[config.mk]
export PLATFORM = sky130hd
export DESIGN_NAME = sidpe_pixel_select
export DESIGN_NICKNAME = d
export VERILOG_FILES = /design/src/design/sidpe_pkg.sv /design/src/design/sidpe_pixel_select.sv
export SDC_FILE = /design/constraint.sdc
export NUM_CORES = 1
export LEC_CHECK = 0
export BUFFER_PORTS_ARGS = -buffer_cell sky130_fd_sc_hd__buf_2
export CAP_MARGIN = 5
export CORE_AREA = 2 2 39 41
export DETAILED_ROUTE_END_ITERATION = 8
export DIE_AREA = 0 0 41 43
export PLACE_DENSITY = 0.71
export SYNTH_ARGS = -nofsm -noshare
export SYNTH_HDL_FRONTEND = slang
export SYNTH_SLANG_ARGS = --single-unit
[constraint.sdc]
create_clock -name vclk -period 1.1
set_input_delay 0.11 -clock vclk [all_inputs]
set_output_delay 0.11 -clock vclk [all_outputs]
set_load 0.02 [all_outputs]
[src/design/sidpe_pkg.sv]
// ----------------------------------------------------------------------------
// Stereo interleave delta pixel encoder package
// Pixel color and pixel decision types, and RGB565 packing, for the encoder modules.
// ----------------------------------------------------------------------------
package sidpe_pkg;

	typedef struct packed {
		logic [7:0] red;
		logic [7:0] green;
		logic [7:0] blue;
	} rgb_t;

	// Decision for one incoming pixel
	typedef struct packed {
		logic       keep;
		logic [7:0] disp;
		logic [7:0] row_flip;
	} sel_t;

	function automatic logic [15:0] pack565(input rgb_t p);
		return {p.red[7:3], p.green[7:2], p.blue[7:3]};
	endfunction

endpackage

[src/design/sidpe_pixel_select.sv]
// ----------------------------------------------------------------------------
// Stereo interleave delta pixel encoder - pixel select
// Picks left-view even columns and right-view odd columns, flips the row
// and forms the linear address of the merged pixel in the frame store.
// ----------------------------------------------------------------------------
module sidpe_pixel_select
	import sidpe_pkg::*;
#(
	parameter int WIDTH  = 128,
	parameter int HEIGHT = 128,
	parameter int AW     = 14
) (
	input  logic [7:0]    pixel_column,
	input  logic [6:0]    pixel_row,
	output sel_t          sel,
	output logic [AW-1:0] idx
);

	localparam logic [9:0] WIDTH10  = 10'(WIDTH);
	localparam logic [9:0] WIDTH2   = 10'(2 * WIDTH);
	localparam logic [7:0] HEIGHT8  = 8'(HEIGHT);

	logic [9:0]  col10;
	logic [9:0]  right_off;
	logic        row_ok;
	logic        left_keep;
	logic        right_keep;
	logic [31:0] lin;

	assign col10      = {2'b00, pixel_column};
	assign right_off  = col10 - WIDTH10;
	assign row_ok     = {1'b0, pixel_row} < HEIGHT8;
	assign left_keep  = (col10 < WIDTH10) && !pixel_column[0];
	assign right_keep = (col10 >= WIDTH10) && (col10 < WIDTH2) && right_off[0];

	always_comb begin
		sel.keep     = row_ok && (left_keep || right_keep);
		sel.disp     = left_keep ? pixel_column : right_off[7:0];
		sel.row_flip = HEIGHT8 - {1'b0, pixel_row};
	end

	assign lin = 32'(pixel_row) * 32'(WIDTH) + 32'(sel.disp);
	assign idx = lin[AW-1:0];

endmodule

==> results.py <==
metrics = {
    "status": {
        "status": "finished with violations",
        "violations": "setup timing",
    },
    "place": {
        "hpwlAfterDp_um": 682,
        "place_ws_ns": -0.195,
        "gp_congestion": 0.539,
        "placed_area_um2": 564,
        "port_buffers": 28,
        "placed_cells": 82,
    },
    "global_routing": {
        "grt_max_degree": 7,
        "overflow": 0,
        "grt.total_usage": 0.0880,
        "grt_pass1_vias": 285,
        "antenna_found_initial": 0,
        "grt_pass1_wl_um": 1170,
    },
    "final_layout": {
        "clock_buffers": 0,
        "area_delta_synth_final_pct": 74.3,
        "multi_input_area_um2": 367,
        "layout_commonest_cell": "buf_2",
        "seq_area_um2": 0,
        "finish.utilization": 0.473,
        "diodes": 0,
        "nFillCells": 131,
        "final_nets": 87,
        "stdcell_area_um2": 654,
        "instances_no_fill": 82,
        "most-common-layout-cells": "20 x buf_2, 12 x buf_4, 4 x xnor2_1",
        "seq_cells": 0,
        "drive_above_1_share": 0.803,
    },
    "detailed_routing": {
        "vias_per_cell": 4.40,
        "vias": 361,
        "ant_nets": 0,
        "drt_iter0_markers": 0,
        "drt_first_pass_iters": 1,
        "drc": 0,
        "routed_wl_um": 784,
        "wire_per_inst_um": 9.56,
    },
    "critical_path": {
        "crit_arrival_ns": 1.14,
        "crit_type": "primary input to primary output",
        "cpMostUsedCell": "ha_4",
        "critPathBufInv": 3,
        "path_delay_family": "adder cells",
        "crit_required_ns": 0.99,
        "path_max_fanout": 3,
        "start_kind": "primary input",
        "crit_path_top_delay_cell": "ha_4",
        "crit_chain": "buf_8, ha_4, ha_4, ha_4, buf_6, xor2_1, buf_4",
        "crit_path_end_kind": "primary output",
        "max_stage_delay_ns": 0.18,
    },
    "yosys": {
        "synth.yosys.warnings": 0,
        "muxShareOfSynthArea": 0,
        "synthSimpleGateAreaFrac": 0.253,
        "ys_types": 14,
        "synthAdderAreaFrac": 0.133,
        "synthXorXnorAreaFrac": 0.233,
        "synth_top_family_by_area": "buffers and inverters",
        "synth_compound_area_frac": 0,
        "synthCells": 46,
        "syn_avg_cell_area_um2": 8.16,
        "post_synth_instance_area_um2": 375,
        "yosysSeqAreaShare": 0,
        "synth_nets": 65,
    },
    "sta": {
        "tns_ns": -0.451,
        "max-slew-margin-rel": 0.860,
        "period_share": 1.14,
        "worst_pin_slew_ns": 0.208,
        "finalCriticalPeriod_ns": 1.25,
        "clock.fmax_mhz": 800,
        "layout_setup_ws_ns": -0.149,
        "whs_ns": 0.220,
        "rsz0062_at_grt": "yes",
        "slew_violations": 0,
        "setup_viol": 8,
        "hold_viol_final": 0,
    },
    "flow_run": {
        "drv_cap": 0,
    },
    "power": {
        "p_switching_mw": 0.154,
        "power_density_mw_per_mm2": 428,
        "pwr-share-clk": 0,
        "netSwitchingFraction": 0.549,
        "pwr-share-seq": 0,
        "power.leakage_nw": 0.291,
        "fin_total_pwr_mw": 0.280,
        "vdd_drop_max_mv": 0.174,
        "p_int_mw": 0.126,
        "combPwrFrac": 1.000,
    },
    "floorplanning": {
        "die_area_mm2": 0.00176,
        "die_h_um": 43,
        "start_util": 0.271,
        "std_cell_rows": 14,
        "die_width_um": 41,
        "ios": 46,
        "core_mm2": 0.00138,
    },
    "clock_tree": {
        "post_cts_buffers": 0,
    },
    "worst_hold_path": {
        "worstHoldPathType": "primary input to primary output",
    },
}
==> per-layer routing <==
metal / track usage / routed length [um]
met5: 0 / 0
met4: 0.0133 / 0
met3: 0 / 89
met2: 0.181 / 447
met1: 0.0889 / 247
==> logic make-up after synthesis <==
family	count (synthesis)
xor+xnor	10
fa+ha+maj	4
buf+inv	20
simple gates	12
==> power by group through the flow <==
stage | Clock [mW] | Combinational, mW | Sequential, mW
after floorplan | 0 | 0.235 | 0
after global placement | 0 | 0.246 | 0
after detailed placement | 0 | 0.249 | 0
after CTS | 0 | 0.266 | 0
after global routing | 0 | 0.300 | 0
final | 0 | 0.280 | 0
==> cells in the mapped netlist <==
library cell	instances	share of area
nor4_2	1	0.033
xor2_1	3	0.070
nor3b_2	1	0.033
buf_4	16	0.32
nor3_4	1	0.043
nand3_1	4	0.053
ha_1	4	0.13
nand2_1	2	0.020
xnor2_1	7	0.16
nor4b_2	1	0.040
nor2_1	1	0.010
inv_1	3	0.030
and3_2	1	0.020
buf_6	1	0.030
==> timing repair <==
action / in CTS / in global routing
endpoints found under the setup margin: 6 / 9
resized for setup: 12 / 9
cloned: 0 / 0
pin swaps: 3 / 7
hold buffers: 0 / 0
==> cell type report <==
type	instances	share of cell area
multi-input cells	26	0.560
repair buffers	37	0.388
well taps	16	0.0306
inverters	3	0.0210
==> path summary, 6_finish.rpt <==
path | start | to | depth (start not counted)
setup / recovery | pixel_column[0] | idx[9] | 7
hold / removal | pixel_column[1] | idx[1] | 0
Note: power is estimated with default switching activity, not from simulation.
